## src/hw/rtl/gpps_pkg.sv

```systemverilog
// Shared constants, types and helper functions for the Gaussian elimination solver.
// Used by every module of the solver; depends on nothing.
package gpps_pkg;

    localparam int MAX_N     = 8;
    localparam int FRAC_BITS = 16;
    localparam int DATA_W    = 32;
    localparam int SIZE_W    = 4;
    localparam int COLS      = MAX_N + 1;
    localparam int DEPTH     = MAX_N * COLS;
    localparam int ADDR_W    = $clog2(DEPTH);
    localparam int ROW_W     = $clog2(MAX_N);
    localparam int CNT_W     = $clog2(MAX_N + 1);
    localparam int DVD_W     = DATA_W + FRAC_BITS;
    localparam int DCNT_W    = $clog2(DVD_W + 1);

    typedef enum logic {
        CMD_LOAD  = 1'b0,
        CMD_SOLVE = 1'b1
    } cmd_t;

    typedef enum logic [4:0] {
        ST_IDLE,
        ST_CP_RD,
        ST_CP_WR,
        ST_PV_RD,
        ST_PV_CMP,
        ST_SW_RD,
        ST_SW_W1,
        ST_SW_W2,
        ST_NM_RD,
        ST_NM_PIV,
        ST_NM_KRD,
        ST_NM_GO,
        ST_NM_WAIT,
        ST_EL_F,
        ST_EL_FCAP,
        ST_EL_RD,
        ST_EL_M0,
        ST_EL_M1,
        ST_EL_WR,
        ST_BS_RDB,
        ST_BS_ACC,
        ST_BS_RDJ,
        ST_BS_M0,
        ST_BS_M1,
        ST_BS_UPD,
        ST_OUT
    } state_t;

    function automatic logic [ADDR_W-1:0] mem_addr(input logic [CNT_W-1:0] r,
                                                   input logic [CNT_W-1:0] c);
        int a;
        a = int'(r) * COLS + int'(c);
        return ADDR_W'(a);
    endfunction

    function automatic logic [DATA_W:0] mag(input logic signed [DATA_W-1:0] v);
        logic signed [DATA_W:0] e;
        e = {v[DATA_W-1], v};
        if (e < 0)
        begin
            e = -e;
        end
        return e;
    endfunction

endpackage

```

## src/hw/rtl/gpps_msub.sv

```systemverilog
// Two-stage multiply-subtract unit: sat32(acc - trunc((x * y) / 2^FRAC_BITS)).
// The product and acc are registered, then the saturated result is registered. Depends on gpps_pkg.
module gpps_msub (
    input  logic                                 clk,
    input  logic signed [gpps_pkg::DATA_W-1:0]   acc,
    input  logic signed [gpps_pkg::DATA_W-1:0]   x,
    input  logic signed [gpps_pkg::DATA_W-1:0]   y,
    output logic signed [gpps_pkg::DATA_W-1:0]   result
);
    import gpps_pkg::*;

    logic signed [2*DATA_W-1:0] prod_reg, prod_next;
    logic signed [DATA_W-1:0]   acc_reg;
    logic signed [DATA_W-1:0]   res_reg, res_next;
    logic signed [2*DATA_W-1:0] adj;
    logic signed [2*DATA_W-1:0] q;
    logic signed [2*DATA_W-1:0] diff;

    always_comb
    begin
        prod_next = x * y;
        if (prod_reg < 0)
            adj = prod_reg + (2*DATA_W)'((64'd1 << FRAC_BITS) - 64'd1);
        else
            adj = prod_reg;
        q    = adj >>> FRAC_BITS;
        diff = (2*DATA_W)'(acc_reg) - q;
        if (diff > $signed((2*DATA_W)'({1'b0, {(DATA_W-1){1'b1}}})))
            res_next = {1'b0, {(DATA_W-1){1'b1}}};
        else if (diff < $signed({{(DATA_W+1){1'b1}}, {(DATA_W-1){1'b0}}}))
            res_next = {1'b1, {(DATA_W-1){1'b0}}};
        else
            res_next = diff[DATA_W-1:0];
    end

    assign result = res_reg;

    always_ff @(posedge clk)
    begin
        prod_reg <= prod_next;
        acc_reg  <= acc;
        res_reg  <= res_next;
    end

endmodule
```

## config.mk

```make
export PLATFORM = sky130hd
export DESIGN_NAME = gpps_msub
export DESIGN_NICKNAME = d
export VERILOG_FILES = /design/src/hw/rtl/gpps_pkg.sv /design/src/hw/rtl/gpps_msub.sv
export SDC_FILE = /design/constraint.sdc
export NUM_CORES = 2
export LEC_CHECK = 0
export ABC_AREA = 0
export BUFFER_PORTS_ARGS = -buffer_cell sky130_fd_sc_hd__buf_2
export CAP_MARGIN = 40
export CELL_PAD_IN_SITES_DETAIL_PLACEMENT = 2
export CELL_PAD_IN_SITES_GLOBAL_PLACEMENT = 2
export CORE_MARGIN = 1
export CORE_UTILIZATION = 40
export DETAILED_ROUTE_END_ITERATION = 8
export GPL_TIMING_DRIVEN = 0
export MAX_ROUTING_LAYER = met4
export PLACE_DENSITY = 0.9
export SLEW_MARGIN = 25
export SYNTH_ARGS = -nofsm -noshare
export SYNTH_HDL_FRONTEND = slang
export SYNTH_SLANG_ARGS = --single-unit
```

## constraint.sdc

```tcl
create_clock -name clk -period 13.3 [get_ports clk]
set_clock_uncertainty 0.1 [all_clocks]
set_input_delay 1.995 -clock clk [delete_from_list [all_inputs] [get_ports clk]]
set_output_delay 1.995 -clock clk [all_outputs]
set_load 0.01 [all_outputs]
```

==> impl_metrics.json, run 1 <==
{
  "status": "stopped before the end",
  "stop_stage": "global routing (5_1_grt)",
  "stop_error": "[ERROR GRT-0232] Routing congestion too high. Check the congestion heatmap in the GUI.",
  "yosysSeqAreaShare": 0.06031,
  "place_inst": 6109,
  "dpl.hpwl_um": 185200,
  "async_reset_ff_frac": 0,
  "antenna_found_initial": 45,
  "synth_cell_type_count": 87,
  "yosysWarnings": 0,
  "synth_area_leaders": "fa_1, inv_1, and2_1, ha_1, dfxtp_1",
  "start_util": 0.4036,
  "ys.flop_type": "dfxtp_1",
  "gr-total-overflow": 102,
  "grtUsageTotal": 0.7252,
  "rows": 119,
  "die_x_um": 327.9,
  "clock_sinks": 128,
  "ys_ff_latch": 128,
  "htree_levels": 4,
  "syn_inst": 4537,
  "io_buffers": 128,
  "synth_edf_count": 0,
  "ctsHoldBuffers": 0,
  "syn_area_um2": 42490,
  "synth_top_area_cell": "fa_1",
  "post-cts-setup-buffers": 0,
  "gp_congestion": 1.038,
  "cts_resized": 0,
  "grt_max_degree": 20,
  "io_pins": 129,
  "die-height_um": 327.9,
  "numCtsBuffers": 17,
  "syn_area_per_cell_um2": 9.364,
  "synth_top_area_frac": 0.5103,
  "ctsRootBufferMaster": "clkbuf_16",
  "cts_buffer_depth": 2,
  "syn-num-nets": 5949
}
[synth_stat cells, types with 5 or more instances]
library cell / instances
nor2_1: 87
a31oi_1: 9
o21ai_1: 33
buf_2: 5
xor2_1: 73
nand2b_1: 17
nor2b_1: 10
clkbuf_1: 215
a21o_1: 67
o21a_1: 19
ha_1: 232
a211oi_1: 9
o211ai_1: 6
and3_1: 20
nand2_1: 560
nor3_1: 17
nor4_1: 11
o21bai_1: 14
or2_2: 6
o21ai_0: 44
and2_1: 520
nand4_1: 31
fa_1: 1083
nand3_1: 43
dfxtp_1: 128
inv_1: 988
xnor2_1: 81
a41oi_1: 5
a21oi_1: 95
[through the flow]
step                      utilization  cell area (µm²)  setup slack, ps
after floorplan                     -            42490             3975
after global placement         0.4262            44870             1297
after detailed placement       0.4321            45490            976.0
after CTS                      0.4377            46080             1469
[cell families after synthesis]
kind of cell | Yosys count | share of synthesized area
compound gates | 374 | 0.05972
buf+inv | 1214 | 0.1081
fa+ha+maj | 1315 | 0.5786
simple gates | 1350 | 0.1610
flops | 128 | 0.06031
xor+xnor | 154 | 0.03175
mux | 2 | 0.0004712
[layer usage]
layer / global-route usage / GRT overflow
met4: 0.6894 / 40
met1: 0.7003 / 5
met3: 0.6065 / 2
met2: 0.8604 / 55
met5: - / -
==> run 2, diff against run 1 <==
--- a/config.mk
+++ b/config.mk
@@ -8,14 +8,11 @@
 export ABC_AREA = 0
 export BUFFER_PORTS_ARGS = -buffer_cell sky130_fd_sc_hd__buf_2
 export CAP_MARGIN = 40
-export CELL_PAD_IN_SITES_DETAIL_PLACEMENT = 2
-export CELL_PAD_IN_SITES_GLOBAL_PLACEMENT = 2
 export CORE_MARGIN = 1
-export CORE_UTILIZATION = 40
+export CORE_UTILIZATION = 25
 export DETAILED_ROUTE_END_ITERATION = 8
 export GPL_TIMING_DRIVEN = 0
-export MAX_ROUTING_LAYER = met4
-export PLACE_DENSITY = 0.9
+export PLACE_DENSITY_LB_ADDON = 0.15
 export SLEW_MARGIN = 25
 export SYNTH_ARGS = -nofsm -noshare
 export SYNTH_HDL_FRONTEND = slang
==> impl_metrics.json, run 2 <==
{
  "cp.buffers_inverters": 3,
  "gr-total-overflow": 0,
  "ys_ff_latch": 128,
  "cp.arrival_ps": 11860,
  "cts_resized": 0,
  "grtUsageTotal": 0.2109,
  "final_max_slew_viol_count": 0,
  "layout.cells.most_common_list": "fa_1, inv_1, nand2_1",
  "stdcell_count": 7012,
  "fin_crit_ps": 11610,
  "route.detailed.drc": 0,
  "cp_slowest_cell": "fa_1",
  "setup_viol": 0,
  "htree_levels": 4,
  "synth_top_family_by_area": "adder cells",
  "synthXorXnorAreaFrac": 0.03175,
  "relSlewSlack": 0.3674,
  "gp_congestion": 0.9599,
  "hold_class": "flop to flop",
  "synth_top_area_frac": 0.5103,
  "cts_tree": "done",
  "path_max_fanout": 10,
  "finalWirelength_um": 177000,
  "fin_setup_tns_ps": 0,
  "synth_fa_ha_area_frac": 0.5786,
  "die_x_um": 414.2,
  "synth_most_common_cell": "fa_1",
  "crit_chain": "buf_2 > clkbuf_1 > nand2_1 > fa_1 > fa_1 > fa_1 > fa_1 > inv_1 > fa_1 > fa_1 > fa_1 > fa_1 > ha_1 > nand2_1 > nor4_1 > nand4_1 > a31oi_2 > a41oi_1 > o221ai_1 > o311a_1 > a21oi_1 > o21ai_0 > xor2_1",
  "clk_pin_slew_ps": 60,
  "endpoint_kind": "flop",
  "path_common_cell": "fa_1",
  "cp_top_family": "adder cells",
  "yosysWarnings": 0,
  "syn-num-nets": 5949,
  "core_um2": 168000,
  "io_pins": 129,
  "largest_reg_flops": 64,
  "post-cts-setup-buffers": 0,
  "synth_area_leaders": "fa_1, inv_1, and2_1, ha_1, dfxtp_1",
  "grt_pass1_vias": 34620,
  "die-height_um": 414.2,
  "startpoint_type": "primary input",
  "grt_max_degree": 20,
  "max_freq_ghz": 0.08610,
  "layout_commonest_cell": "fa_1",
  "ctsHoldBuffers": 0,
  "die_area_um2": 171600,
  "rsz0062_at_grt": "false",
  "tightest_slew_ps": 948.9,
  "first_iter_violations": 2415,
  "ctsRootBufferMaster": "clkbuf_16",
  "syn_area_per_cell_um2": 9.364,
  "start_util": 0.2529,
  "muxShareOfSynthArea": 0.0004712,
  "dpl.hpwl_um": 157600,
  "rows": 150,
  "required_ps": 13550,
  "drtAntennaViolNets": 0,
  "syn_inst": 4537,
  "fin_nets": 6199,
  "io_buffers": 128,
  "route.vias.total": 31550,
  "critical_path_class": "primary input to flop",
  "clock_sinks": 128,
  "drive_gt1_frac": 0.06813,
  "area_growth_pct": 12.42,
  "fill_cells": 18050,
  "numCtsBuffers": 17,
  "synth_cell_type_count": 87,
  "synth_top_area_cell": "fa_1",
  "dr.pass1.iters": 7,
  "ys.flop_type": "dfxtp_1",
  "final.period_utilization": 0.8733,
  "place_inst": 6963,
  "yosysSeqAreaShare": 0.06031,
  "synth-compound-area-share": 0.05972,
  "syn_area_um2": 42490,
  "via_per_inst": 4.500,
  "synth_edf_count": 0,
  "drv_cap": 0,
  "wire_per_inst_um": 25.25,
  "yosys.area_share.simple": 0.1610,
  "cp_slowest_stage_delay_ps": 750,
  "setup_slack_ps": 1686,
  "post-place-ws_ps": 1300,
  "final_hold_viol_count": 0,
  "status": "finished, final reports clean",
  "async_reset_ff_frac": 0,
  "synthTopCellsByCount": "fa_1, inv_1, nand2_1, and2_1, ha_1",
  "antenna_found_initial": 25,
  "cts_buffer_depth": 2,
  "clk_latency_ps": 500,
  "grt_pass1_wl_um": 255100
}
## run 2: cell counts after synthesis
No cell type changed its count.
## run 2: area by class of cell
type | count | area, µm² | share of cell area
antenna | 8 | 20.02 | 0.0004191
buffer | 225 | 897.1 | 0.01878
clock buffer | 20 | 466.7 | 0.009771
clock inverter | 12 | 155.1 | 0.003248
inverter | 989 | 3712 | 0.07772
multi-input combinational | 3195 | 35350 | 0.7401
sequential | 128 | 2562 | 0.05365
tap | 2204 | 2758 | 0.05774
timing repair buffer | 231 | 1843 | 0.03859
## run 2: worst min-delay path: cells and delay by family, from the launching register on
kind                     cells  cell delay (ps)
AO/OA/AOI/OAI                1               60
flip-flops                   1              300
buffers and inverters        1               60
adder cells (fa/ha/maj)      1              120
## run 2: per-stage QoR
stage          cell area (µm²)    util  hold WS [ps]
2_1_floorplan            42490       -         441.1
3_3_place_gp             45880  0.2732         480.5
3_5_place_dp             47030  0.2800         477.2
4_1_cts                  47650  0.2837         492.5
5_1_grt                  47740  0.2842         515.0
6_report                 47760  0.2844         489.2
## run 2: cells by family after synthesis
kind of cell	Yosys count
multiplexers	2
AND/OR/NAND/NOR	1350
flip-flops	128
adder cells (fa/ha/maj)	1315
XOR/XNOR	154
buffers and inverters	1214
AO/OA/AOI/OAI	374
## run 2: worst paths after layout
| path | startpoint | end | slack, ps | depth (start not counted) |
|---|---|---|---|---|
| max | x[15] | prod_reg[62] | 1690 | 23 |
| min | acc_reg[0] | result[0] | 490 | 3 |
| max reg2reg | prod_reg[13] | result[26] | 6430 | 25 |
| min reg2reg | acc_reg[0] | result[0] | 490 | 3 |
## run 2: metal layers
metal  GRT usage  up-vias  part of all wire
li1            -    13920                 -
met1      0.2861    16500              0.45
met2      0.3391      964              0.46
met3     0.03655      172             0.064
met4     0.06956        2             0.033
met5           0        -          0.000068
Power of run 2 is left out: the tool's default activity adds up to more than one toggle a clock period on the data nets, which glitch-free logic cannot reach.
