[src/hw/rtl/gpps_pkg.sv]
// Shared constants, types and helper functions for the Gaussian elimination solver.
// Used by every module of the solver; depends on nothing.
package gpps_pkg;

    localparam int MAX_N     = 8;
    localparam int FRAC_BITS = 16;
    localparam int DATA_W    = 32;
    localparam int SIZE_W    = 4;
    localparam int COLS      = MAX_N + 1;
    localparam int DEPTH     = MAX_N * COLS;
    localparam int ADDR_W    = $clog2(DEPTH);
    localparam int ROW_W     = $clog2(MAX_N);
    localparam int CNT_W     = $clog2(MAX_N + 1);
    localparam int DVD_W     = DATA_W + FRAC_BITS;
    localparam int DCNT_W    = $clog2(DVD_W + 1);

    typedef enum logic {
        CMD_LOAD  = 1'b0,
        CMD_SOLVE = 1'b1
    } cmd_t;

    typedef enum logic [4:0] {
        ST_IDLE,
        ST_CP_RD,
        ST_CP_WR,
        ST_PV_RD,
        ST_PV_CMP,
        ST_SW_RD,
        ST_SW_W1,
        ST_SW_W2,
        ST_NM_RD,
        ST_NM_PIV,
        ST_NM_KRD,
        ST_NM_GO,
        ST_NM_WAIT,
        ST_EL_F,
        ST_EL_FCAP,
        ST_EL_RD,
        ST_EL_M0,
        ST_EL_M1,
        ST_EL_WR,
        ST_BS_RDB,
        ST_BS_ACC,
        ST_BS_RDJ,
        ST_BS_M0,
        ST_BS_M1,
        ST_BS_UPD,
        ST_OUT
    } state_t;

    function automatic logic [ADDR_W-1:0] mem_addr(input logic [CNT_W-1:0] r,
                                                   input logic [CNT_W-1:0] c);
        int a;
        a = int'(r) * COLS + int'(c);
        return ADDR_W'(a);
    endfunction

    function automatic logic [DATA_W:0] mag(input logic signed [DATA_W-1:0] v);
        logic signed [DATA_W:0] e;
        e = {v[DATA_W-1], v};
        if (e < 0)
        begin
            e = -e;
        end
        return e;
    endfunction

endpackage

[src/hw/rtl/gpps_div.sv]
// Iterative restoring divider: sat32((num << FRAC_BITS) / den), truncated toward zero.
// One quotient bit per cycle. Depends on gpps_pkg.
module gpps_div (
    input  logic                                 clk,
    input  logic                                 rst_n,
    input  logic                                 start,
    input  logic signed [gpps_pkg::DATA_W-1:0]   num,
    input  logic signed [gpps_pkg::DATA_W-1:0]   den,
    output logic                                 done,
    output logic signed [gpps_pkg::DATA_W-1:0]   quo
);
    import gpps_pkg::*;

    logic [DVD_W-1:0]  shift_reg, shift_next;
    logic [DATA_W-1:0] rem_reg, rem_next;
    logic [DATA_W-1:0] den_reg, den_next;
    logic              neg_reg, neg_next;
    logic [DCNT_W-1:0] cnt_reg, cnt_next;
    logic              run_reg, run_next;
    logic              done_reg, done_next;
    logic [DATA_W:0]   trial;
    logic              ge;
    logic [DATA_W:0]   num_mag;
    logic [DATA_W:0]   den_mag;

    always_comb
    begin
        num_mag    = mag(num);
        den_mag    = mag(den);
        trial      = {rem_reg, shift_reg[DVD_W-1]};
        ge         = trial >= {1'b0, den_reg};
        shift_next = shift_reg;
        rem_next   = rem_reg;
        den_next   = den_reg;
        neg_next   = neg_reg;
        cnt_next   = cnt_reg;
        run_next   = run_reg;
        done_next  = 1'b0;
        if (start)
        begin
            shift_next = {num_mag[DATA_W-1:0], {FRAC_BITS{1'b0}}};
            rem_next   = '0;
            den_next   = den_mag[DATA_W-1:0];
            neg_next   = num[DATA_W-1] ^ den[DATA_W-1];
            cnt_next   = DCNT_W'(DVD_W);
            run_next   = 1'b1;
        end
        else if (run_reg)
        begin
            rem_next   = ge ? DATA_W'(trial - {1'b0, den_reg}) : trial[DATA_W-1:0];
            shift_next = {shift_reg[DVD_W-2:0], ge};
            cnt_next   = cnt_reg - 1'b1;
            if (cnt_reg == DCNT_W'(1))
            begin
                run_next  = 1'b0;
                done_next = 1'b1;
            end
        end
    end

    always_comb
    begin
        if (!neg_reg)
        begin
            if (shift_reg > DVD_W'({1'b0, {(DATA_W-1){1'b1}}}))
                quo = {1'b0, {(DATA_W-1){1'b1}}};
            else
                quo = shift_reg[DATA_W-1:0];
        end
        else
        begin
            if (shift_reg > DVD_W'({1'b1, {(DATA_W-1){1'b0}}}))
                quo = {1'b1, {(DATA_W-1){1'b0}}};
            else
                quo = -shift_reg[DATA_W-1:0];
        end
    end

    assign done = done_reg;

    always_ff @(posedge clk or negedge rst_n)
    begin
        if (!rst_n)
        begin
            run_reg  <= 1'b0;
            done_reg <= 1'b0;
            cnt_reg  <= '0;
        end
        else
        begin
            run_reg  <= run_next;
            done_reg <= done_next;
            cnt_reg  <= cnt_next;
        end
    end

    always_ff @(posedge clk)
    begin
        shift_reg <= shift_next;
        rem_reg   <= rem_next;
        den_reg   <= den_next;
        neg_reg   <= neg_next;
    end

endmodule

[config.mk]
export PLATFORM = sky130hd
export DESIGN_NAME = gpps_div
export DESIGN_NICKNAME = d
export VERILOG_FILES = /design/src/hw/rtl/gpps_pkg.sv /design/src/hw/rtl/gpps_div.sv
export SDC_FILE = /design/constraint.sdc
export NUM_CORES = 1
export LEC_CHECK = 0
export ABC_AREA = 0
export BUFFER_PORTS_ARGS = -buffer_cell sky130_fd_sc_hd__buf_2
export CAP_MARGIN = 40
export CORE_ASPECT_RATIO = 1.25
export CORE_UTILIZATION = 60
export DETAILED_ROUTE_END_ITERATION = 12
export PLACE_DENSITY_LB_ADDON = 0.25
export SLEW_MARGIN = 0
export SYNTH_ARGS = -nofsm -noshare
export SYNTH_HDL_FRONTEND = slang
export SYNTH_SLANG_ARGS = --single-unit
[constraint.sdc]
create_clock -name clk -period 6.66 [get_ports clk]
set_clock_uncertainty 0.15 [all_clocks]
set_input_delay 0 -clock clk [delete_from_list [all_inputs] [get_ports clk]]
set_output_delay 0 -clock clk [all_outputs]
set_load 0.005 [all_outputs]
* Word-level counts from Yosys, hierarchy flattened *
Cells that the tools add are included.

word-level totals
  register bits after elaboration = 121
  bits in latches = 0
  memory bits (writable) = 0
  bits in read-only memories = 0
  input port bits = 67
  output and inout port bits = 33
  logic and storage cells = 37
  memories = 0

cells by class
  $add $sub $neg = 5
  $mul = 0
  divide/modulo/power cells = 0
  $lt $le $gt $ge = 5
  equal/unequal tests = 1
  shift operators = 0
  muxes and demuxes = 16
  bitwise logic cells = 1
  reductions and logical operators = 1

operator list
  kind                    number
  $mux W32                6
  $mux W48                2
  $neg A32 Y32            3
  $lt A32 B1 Y1 const B   2
  $gt A48 B31 Y1 const B  1
  $gt A48 B32 Y1 const B  1
  $ge A33 B32 Y1          1
  $sub A32 B32 Y32        1
  $mux W6                 2
  $eq A6 B1 Y1 const B    1
  $mux W1                 6
  $sub A6 B1 Y6 const B   1
  $reduce_bool A2 Y1      1
  $xor A1 B1 Y1           1

* Longest topological paths before layout *
Gate-level depths: netlist (run 1).

  depth after elaboration = 4
  gate-level depth with buffers = 13

* Worst setup path after synthesis (run 1) *
Ideal clock, no wire load.

  path type = flip-flop to flip-flop
  start point = register den_reg[26]
  end point = register rem_reg[11]
  setup time = 0.086 ns
  data arrival time = 3.408 ns
  required time = 6.424 ns
  path slack = 3.017 ns
  stages on the path, launching flop included = 14
  period minus slack after synthesis = 3.643 ns
  cells stage by stage = edfxtp_1 inv_1 ha_1 clkbuf_1 and2_1 and3_1 and3_1 a41oi_1 o21ai_0 a2111oi_0 nor2_1 buf_2 mux2i_1 a211oi_1

between the ends
  word-level cells in the longest chain between the ends = 2

ends and longest elaborated chain
  element                 RTL line         RTL
  start, declared         gpps_div.sv:16   logic [DATA_W-1:0] den_reg, den_next;
  start signal, assigned  gpps_div.sv:101  den_reg <= den_next;
  $ge A33 B32 Y1          gpps_div.sv:31   ge = trial >= {1'b0, den_reg};
  $mux W32                gpps_div.sv:50   rem_next = ge ? DATA_W'(trial - {1'b0, den_reg}) : trial[DATA_W-1:0];
  end signal, assigned    gpps_div.sv:100  rem_reg <= rem_next;
  end, declared           gpps_div.sv:15   logic [DATA_W-1:0] rem_reg, rem_next;

No other way between the ends.
A chain may end at the register's enable or synchronous reset.

* Worst setup path in the final report (run 1) *
  start point = register shift_reg[0]
  end point = output port quo[18] in the netlist's numbering

between the ends
  word-level cells in the longest chain between the ends = 3

ends and longest elaborated chain
  element                                 RTL line                        RTL
  start, declared                         gpps_div.sv:14                  logic [DVD_W-1:0] shift_reg, shift_next;
  start signal, assigned                  gpps_div.sv:99                  shift_reg <= shift_next;
  $gt A48 B31 Y1 (tied with other cells)  gpps_div.sv:65                  if (shift_reg > DVD_W'({1'b0, {(DATA_W-1){1'b1}}}))
  $mux W32 (on tied branches)             gpps_div.sv:65, gpps_div.sv:72
  $mux W32 (*)                            gpps_div.sv:63                  if (!neg_reg)
  end, declared                           gpps_div.sv:10                  output logic signed [gpps_pkg::DATA_W-1:0] quo

Mark *: on every way between the ends. The rest lies on a longest branch, timed or not.

==> results.json, run 1 <==
{
  "status": "finished clean",
  "cts.sinks": 121,
  "r2r-end": "rem_reg[6]",
  "finalHoldViolations": 0,
  "end_kind": "output port",
  "worstSetupStartpointType": "flop",
  "nets": 1298,
  "finalCritPeriodShare_pct": 67.3,
  "io_pins": 100,
  "rsz0062_at_grt": "false",
  "slew_headroom_pct": 46.2,
  "area_growth_pct": 23.7,
  "dpl-instance-area_sq_um": 9410,
  "syn_area_per_cell_sq_um": 8.59,
  "largest_reg_flops": 48,
  "setup_violations": 0,
  "dp_hpwl_microns": 14600,
  "cts_tree": "built",
  "drt-total-wl_microns": 22100,
  "start_util_pct": 61.3,
  "die_area_sq_um": 15200,
  "track_usage_pct": 29.2,
  "grt_pass1_wl_microns": 36300,
  "ys_seq_elements": 121,
  "hold_class": "input port to flop",
  "yosysSeqAreaShare_pct": 35.3,
  "grt_pass1_vias": 7879,
  "grt_start_max_net_pins": 73,
  "dieWidth_microns": 110,
  "ys.flop_type": "edfxtp_1",
  "core_sq_um": 14400,
  "fmax_ghz": 0.223,
  "clkTransAtPathRegs_ps": 60,
  "worstPathMaxFanout": 18,
  "cp.required_ps": 6510,
  "instances_no_fill": 1384,
  "syn-instance-count": 1027,
  "reg2reg_from": "den_reg[10]",
  "place_inst": 1261,
  "ff2ff_path_depth": 12,
  "routed_via_density": 5.96,
  "critical_path.startpoint": "shift_reg[0]",
  "async_flop_share_pct": 6.61,
  "slew_viol_final": 0,
  "antenna_left": 0,
  "drc_errors": 0,
  "syn_area_sq_um": 8830,
  "reg2reg_setup_slack_ps": 2920,
  "row_count": 49,
  "nFillCells": 1041,
  "worst-setup-path-type": "flop to output port",
  "post_cts_resized": 0,
  "antenna_cells": 0,
  "maxCapViolations": 0,
  "design_area_sq_um": 10900,
  "period_needed_ps": 4480,
  "crit_path_end": "quo[18]",
  "grt_overflow_total": 0,
  "synth_nets": 1132,
  "routabilityCongestion": 0.908,
  "cts_max_level": 4,
  "drive_gt1_share_pct": 13.7,
  "synth-edff-count": 65,
  "total_power_mw": 2.23,
  "cts_root_buffer": "clkbuf_16",
  "wire_per_inst_microns": 16.0,
  "p_per_area_nw_per_um2": 204,
  "worstMarginPinSlew_ps": 808,
  "cts_buffers": 17,
  "worstSkewPairLatency_ps": 420,
  "die_h_microns": 138,
  "yosysWarnings": 0,
  "first_pass_iters": 5,
  "crit_arrival_ps": 4330,
  "clockBufferDepth": 2,
  "ir_drop_mv": 0.194,
  "fin_tns_setup_ps": 0,
  "p_leak_nw": 4.61,
  "routed-via-count": 8242,
  "synthDistinctLibCells": 67,
  "dr.first_iter.drc_count": 680,
  "antenna_found_initial": 0,
  "port_buffers": 99
}
## cell usage in the layout, fill, tap and decap left out, types with 37 or more instances in the layout
cell type / n
nand2_1: 100
buf_2: 98
dlygate4sd3_1: 91
nor2_1: 89
xnor2_1: 75
edfxtp_1: 65
a21oi_1: 63
inv_1: 61
o21ai_0: 58
dfxtp_1: 48
ha_1: 37
## synthesized netlist by cell type (all sizes together), types with 9 or more instances
cell / n / area share [%]
o21a: 12 / 1.0
nor4: 11 / 0.78
mux2i: 36 / 4.1
clkbuf: 43 / 1.8
o41ai: 13 / 1.3
nor2: 90 / 3.8
nand2: 100 / 4.3
ha: 37 / 5.2
edfxtp: 65 / 22
dfxtp: 48 / 11
a31oi: 13 / 0.92
nor3: 27 / 1.6
a22o: 30 / 3.0
buf: 9 / 0.52
nand4: 10 / 0.71
or3: 18 / 1.5
o31ai: 20 / 1.7
xnor2: 75 / 7.4
nor2b: 13 / 0.92
a21oi: 63 / 3.6
xor2: 15 / 1.5
a211oi: 20 / 1.7
a21o: 22 / 1.9
nand2b: 12 / 0.85
or4: 10 / 0.89
inv: 61 / 2.6
o21ai: 58 / 3.3
## cells by family after synthesis
group	synth area share (%)
AO/OA/AOI/OAI	22.5
XOR/XNOR	8.93
adder cells (fa/ha/maj)	5.47
buffers and inverters	4.96
flip-flops	35.3
multiplexers	4.34
AND/OR/NAND/NOR	18.5
## power breakdown
part | internal [mW] | leakage [nW] | switching [mW] | total, mW
Sequential | 0.853 | 1.16 | 0.0462 | 0.899
Clock | 0.557 | 0.297 | 0.349 | 0.906
Combinational | 0.210 | 3.16 | 0.214 | 0.424
Total | 1.62 | 4.61 | 0.610 | 2.23
## how the worst min path moves through the flow
stage            start            end  slack, ps  cells past startpoint
5_1_grt        num[31]        neg_reg         50                      2
6_report        num[1]  shift_reg[19]         40                      4
4_1_cts        num[31]        neg_reg         30                      2
2_1_floorplan    rst_n     cnt_reg[0]       -450                      0
3_3_place_gp     rst_n           done       -300                      1
3_5_place_dp     rst_n     cnt_reg[0]       -300                      1
## layer usage
metal	routed length [microns]	GRT usage, %	vias to the layer above
li1	-	-	4086
met1	9420	34.8	3846
met2	11100	52.9	255
met3	948	4.40	55
met4	590	12.1	0
met5	0	0	-
## critical path, stage by stage (launching register included)
cell and delay (ps):
dfxtp_1 350, inv_1 90, ha_1 220, or3b_2 470
nand4b_1 350, nor4_1 340, nand4b_1 150, or4_1 410
a21o_1 390, inv_1 390, nand2_1 210, o311ai_0 380
buf_2 180
## stage by stage
stage,hold WS [ps],setup WS [ps],utilization (%)
detailed placement,-302,2660,65.3
global placement,-299,2760,65.3
finish,39.9,2180,75.8
floorplan,-446,3020,-
CTS,28.0,2180,75.8
global route,53.2,1780,75.8
## cell type report
type                    count  area, sq um  area share (%)
repair buffers            199         1480            13.5
inverters                  61          229            2.10
flip-flops and latches    121         3110            28.5
clock inverters            10         77.6           0.711
well taps                 178          223            2.04
multi-input cells         793         5280            48.4
clock buffers              22          518            4.74
## repair_timing
item / CTS / global route
setup buffers: 0 / 0
endpoints found under the hold margin: 82 / 0
hold buffers: 91 / 0
No activity file was read; power rests on OpenSTA's default activity.
==> run 2, diff against run 1 <==
==> constraint.sdc (replaced) <==
create_clock -name clk -period 4.5 [get_ports clk]
set_clock_uncertainty 0.15 [all_clocks]
set_input_delay 0 -clock clk [delete_from_list [all_inputs] [get_ports clk]]
set_output_delay 0 -clock clk [all_outputs]
set_load 0.005 [all_outputs]
==> results.json, run 2 (same netlist as run 1, synthesis figures left out) <==
{
  "rsz0062_at_grt": "false",
  "worstSetupStartpointType": "flop",
  "cts_tree": "built",
  "worstSkewPairLatency_ps": 430,
  "grt_pass1_vias": 8115,
  "slew_viol_final": 0,
  "nets": 1305,
  "dieWidth_microns": 110,
  "clkTransAtPathRegs_ps": 60,
  "hold_start": "start",
  "area_growth_pct": 24.6,
  "drt-total-wl_microns": 23100,
  "worstMarginPinSlew_ps": 854,
  "switching_share_pct": 27.9,
  "fin_hold_ws_ps": 26.0,
  "status": "finished clean",
  "first_pass_iters": 5,
  "ir_drop_mv": 0.253,
  "final_cell_mix": "nand2_1, buf_2, dlygate4sd3_1, nor2_1, xnor2_1",
  "cts_max_level": 4,
  "nFillCells": 1014,
  "die_h_microns": 138,
  "io_pins": 100,
  "clockPowerShare_pct": 39.9,
  "fmax_ghz": 0.244,
  "setup_violations": 0,
  "routed_via_density": 6.03,
  "r2r-end": "rem_reg[3]",
  "dp_hpwl_microns": 15300,
  "drive_gt1_share_pct": 14.2,
  "seq_power_share_pct": 40.5,
  "crit_arrival_ps": 3940,
  "use_met1_pct": 35.9,
  "grt_util_met3_pct": 4.93,
  "core_sq_um": 14400,
  "port_buffers": 99,
  "cp.required_ps": 4350,
  "p_leak_nw": 4.66,
  "track_usage_pct": 30.9,
  "drc_errors": 0,
  "cts_buffers": 17,
  "clockBufferDepth": 2,
  "cts_root_buffer": "clkbuf_16",
  "largest_reg_flops": 48,
  "maxCapViolations": 0,
  "antenna_found_initial": 0,
  "die_area_sq_um": 15200,
  "grt.busiest_layer": "met2",
  "place_inst": 1265,
  "cell_internal_pwr_mw": 2.37,
  "grt_pass1_wl_microns": 38100,
  "instances_no_fill": 1391,
  "seq_area_sq_um": 3110,
  "min_to": "den_reg[24]",
  "finalHoldViolations": 0,
  "comb_power_share_pct": 19.5,
  "antenna_cells": 0,
  "multi_input_comb_area_sq_um": 5280,
  "worstPathMaxFanout": 14,
  "end_kind": "output port",
  "routabilityCongestion": 0.907,
  "routed-via-count": 8393,
  "period_needed_ps": 4090,
  "ff2ff_path_depth": 12,
  "p_per_area_nw_per_um2": 299,
  "slew_headroom_pct": 43.0,
  "cts.sinks": 121,
  "reg2reg_setup_slack_ps": 550,
  "dr.first_iter.drc_count": 737,
  "use_met2_pct": 56.0,
  "grt_start_max_net_pins": 63,
  "grt_overflow_total": 0,
  "finalCritPeriodShare_pct": 91.0,
  "worst-setup-path-type": "flop to output port",
  "reg2reg_from": "den_reg[10]",
  "antenna_left": 0,
  "wire_per_inst_microns": 16.6,
  "row_count": 49,
  "final_core_util_pct": 76.4,
  "fin_tns_setup_ps": 0,
  "min_path_cells": 1,
  "start_util_pct": 61.3,
  "p_sw_mw": 0.920,
  "layout_commonest_cell": "nand2_1",
  "hold_class": "input port to flop"
}
[run 2: area by class of cell]
cell class	instances	share of cell area (%)
multi-input combinational	793	48.0
sequential	121	28.3
timing repair buffer	206	14.4
clock buffer	21	4.49
inverter	61	2.08
tap	178	2.02
clock inverter	11	0.739
[run 2: how the worst max path moves through the flow]
stage / start / endpoint / slack, ps
after detailed placement: shift_reg[0] / quo[18] / 750
final: shift_reg[0] / quo[18] / 410
after global routing: shift_reg[0] / quo[18] / 160
after global placement: shift_reg[0] / quo[22] / 840
after CTS: shift_reg[1] / quo[18] / 300
after floorplan: den_reg[26] / rem_reg[11] / 860
[run 2: layer usage]
layer,wire (microns),up-vias
met5,0,-
met4,546,0
met3,1050,56
met2,11900,267
met1,9620,3964
li1,-,4106
[run 2: worst max-delay path, cell delays in order, from the launching register on]
cell and delay, ps:
dfxtp_1 340, inv_1 80, ha_1 230, or3b_2 470, nand4b_1 290, nor4_1 330
nand4b_1 150, or4_1 410, a21o_1 200, inv_1 50, buf_4 180, nand2_1 160
o311ai_0 430, buf_2 190
[run 2: power groups by stage]
stage               logic (mW)  clock network, mW  registers [mW]
CTS                      0.628               1.33            1.33
finish                   0.643               1.32            1.33
floorplan                0.381                  0            1.33
global placement         0.523                  0            1.36
detailed placement       0.544                  0            1.35
global route             0.706               1.38            1.34
[run 2: through the flow]
stage	worst slack, ps	power (mW)	cell area (sq um)
5_1_grt	159	3.43	11000
4_1_cts	300	3.29	11000
6_report	406	3.29	11000
3_5_place_dp	753	1.90	9490
3_3_place_gp	836	1.88	9420
2_1_floorplan	857	1.71	8830
[run 2: what timing repair did]
item / 4_1_cts / 5_1_grt
endpoints found under the hold margin: 71 / 0
resized for setup: 0 / 0
hold buffers: 92 / 0
setup buffers: 0 / 2
endpoints found under the setup margin: 0 / 4
==> run 3, diff against run 2 <==
--- a/config.mk
+++ b/config.mk
@@ -11,7 +11,8 @@
 export CORE_ASPECT_RATIO = 1.25
 export CORE_UTILIZATION = 60
 export DETAILED_ROUTE_END_ITERATION = 12
-export PLACE_DENSITY_LB_ADDON = 0.25
+export MAX_ROUTING_LAYER = met4
+export PLACE_DENSITY = 0.82
 export SLEW_MARGIN = 0
 export SYNTH_ARGS = -nofsm -noshare
 export SYNTH_HDL_FRONTEND = slang
==> constraint.sdc (replaced) <==
create_clock -name clk -period 4.5 [get_ports clk]
set_clock_uncertainty 0.15 [all_clocks]
set_input_delay 0 -clock clk [delete_from_list [all_inputs] [get_ports clk]]
set_output_delay 0 -clock clk [all_outputs]
set_load 0.02 [all_outputs]
==> results.json, run 3 (same netlist as run 1, synthesis figures left out) <==
{
  "status": "finished clean",
  "grt_overflow_total": 0,
  "path_buf_inv": 1,
  "ff2ff_path_depth": 12,
  "routabilityCongestion": 0.944,
  "min_to": "shift_reg[19]",
  "instances_no_fill": 1388,
  "worstMarginPinSlew_ps": 758,
  "io_pins": 100,
  "end_kind": "output port",
  "layout_commonest_cell": "nand2_1",
  "grt_start_max_net_pins": 62,
  "grt_pass1_vias": 8229,
  "r2r-end": "rem_reg[8]",
  "reg2reg_setup_slack_ps": 840,
  "cts.sinks": 121,
  "critical_path.startpoint": "shift_reg[16]",
  "hold_start": "num[1]",
  "final_cell_mix": "nand2_1, buf_2, dlygate4sd3_1, nor2_1, xnor2_1",
  "nets": 1302,
  "cp_slowest_cell": "or4_4",
  "worstPathMaxFanout": 5,
  "drc_errors": 0,
  "worst-setup-path-type": "flop to output port",
  "crit_chain": "or3_4 -> or3_4 -> or4_4 -> or3_4 -> or4b_4 -> or3_4 -> o21ai_0 -> nand2_1 -> o311ai_1 -> buf_2",
  "maxCapViolations": 0,
  "multi_input_comb_area_sq_um": 5280,
  "finalHoldViolations": 0,
  "start_util_pct": 61.3,
  "dr.first_iter.drc_count": 781,
  "fin_tns_setup_ps": 0,
  "place_inst": 1263,
  "cpPeakStageDelay_ps": 540,
  "antenna_left": 0,
  "cts_buffers": 17,
  "clockBufferDepth": 2,
  "slew_viol_final": 0,
  "crit_arrival_ps": 3960,
  "p_per_area_nw_per_um2": 308,
  "nFillCells": 994,
  "first_pass_iters": 6,
  "reg2reg_from": "den_reg[8]",
  "clkTransAtPathRegs_ps": 60,
  "core_sq_um": 14400,
  "finalCritPeriodShare_pct": 91.3,
  "worstSkewPairLatency_ps": 420,
  "slew_headroom_pct": 49.5,
  "pre_cts_ws_ps": 829,
  "die_area_sq_um": 15200,
  "grt_pass1_wl_microns": 39100,
  "p_leak_nw": 4.63,
  "routed_via_density": 6.17,
  "cts_tree": "built",
  "area_growth_pct": 23.9,
  "row_count": 49,
  "worstSetupStartpointType": "flop",
  "drt-total-wl_microns": 24000,
  "crit_family": "simple AND/OR/NAND/NOR gates",
  "antenna_cells": 0,
  "dieWidth_microns": 110,
  "die_h_microns": 138,
  "port_buffers": 99,
  "total_power_mw": 3.37,
  "period_needed_ps": 4110,
  "crit_path_frequent_cell": "or3_4",
  "final_core_util_pct": 75.9,
  "antenna_found_initial": 0,
  "rsz0062_at_grt": "false",
  "cts_max_level": 4,
  "min_path_cells": 4,
  "setup_ws_ps": 390,
  "drive_gt1_share_pct": 14.0,
  "wire_per_inst_microns": 17.3,
  "dp_hpwl_microns": 15200,
  "fmax_ghz": 0.243,
  "hold_class": "input port to flop",
  "seq_area_sq_um": 3110,
  "largest_reg_flops": 48,
  "ir_drop_mv": 0.246,
  "cts_root_buffer": "clkbuf_16",
  "setup_violations": 0,
  "cp.required_ps": 4350,
  "track_usage_pct": 32.6,
  "routed-via-count": 8561
}
## run 3: cell types whose count changed in the layout (fill, tap and decap cells not counted), sizes merged
cell	before	now
dlygate4sd3	92	91
buf	114	112
## run 3: area by class of cell
class | instances | share of cell area, %
Timing Repair Buffer | 203 | 13.8
Inverter | 61 | 2.09
Clock inverter | 11 | 0.744
Multi-Input combinational cell | 793 | 48.3
Clock buffer | 21 | 4.61
Tap cell | 178 | 2.04
Sequential cell | 121 | 28.5
## run 3: what timing repair did
| item | CTS | global route |
|---|---|---|
| endpoints found under the hold margin | 97 | 0 |
| setup buffers | 0 | 2 |
| setup endpoints to repair | 0 | 3 |
| resized for setup | 0 | 2 |
| hold buffers | 91 | 0 |
## run 3: worst reg2reg max path, delay by kind of cell, from the launching register on
family | cells | cell delay (ps)
buffers and inverters | 3 | 680
adders and majority gates | 1 | 380
and+or+nand+nor | 2 | 520
AOI/OAI and AO/OA | 6 | 1490
DFF | 1 | 340
## run 3: stage by stage
stage               hold slack (ps)  instance area (sq um)
global placement               -301                   9430
CTS                            36.7                  10900
global route                   78.1                  10900
floorplan                      -446                   8830
detailed placement             -303                   9430
finish                         40.1                  10900
## run 3: per-layer routing
layer | share of wire [%] | GRT usage, % | vias to the layer above
met4 | 2.6 | 11.9 | 0
met1 | 41 | 36.9 | 4029
met3 | 5.5 | 4.40 | 69
li1 | - | - | 4104
met5 | 0 | - | -
met2 | 51 | 59.2 | 359
## run 3: where the power goes
part / leakage [nW] / internal, mW / switching (mW) / total (mW)
Combinational: 3.17 / 0.311 / 0.364 / 0.675
Clock: 0.294 / 0.809 / 0.541 / 1.35
Sequential: 1.16 / 1.26 / 0.0779 / 1.34
Total: 4.63 / 2.38 / 0.983 / 3.37
## run 3: how the worst max path moves through the flow
stage          endpoint  depth (start not counted)
5_1_grt         quo[18]                         13
3_3_place_gp    quo[16]                         13
6_report        quo[29]                         10
2_1_floorplan   quo[13]                         12
3_5_place_dp    quo[22]                         13
4_1_cts         quo[22]                         13
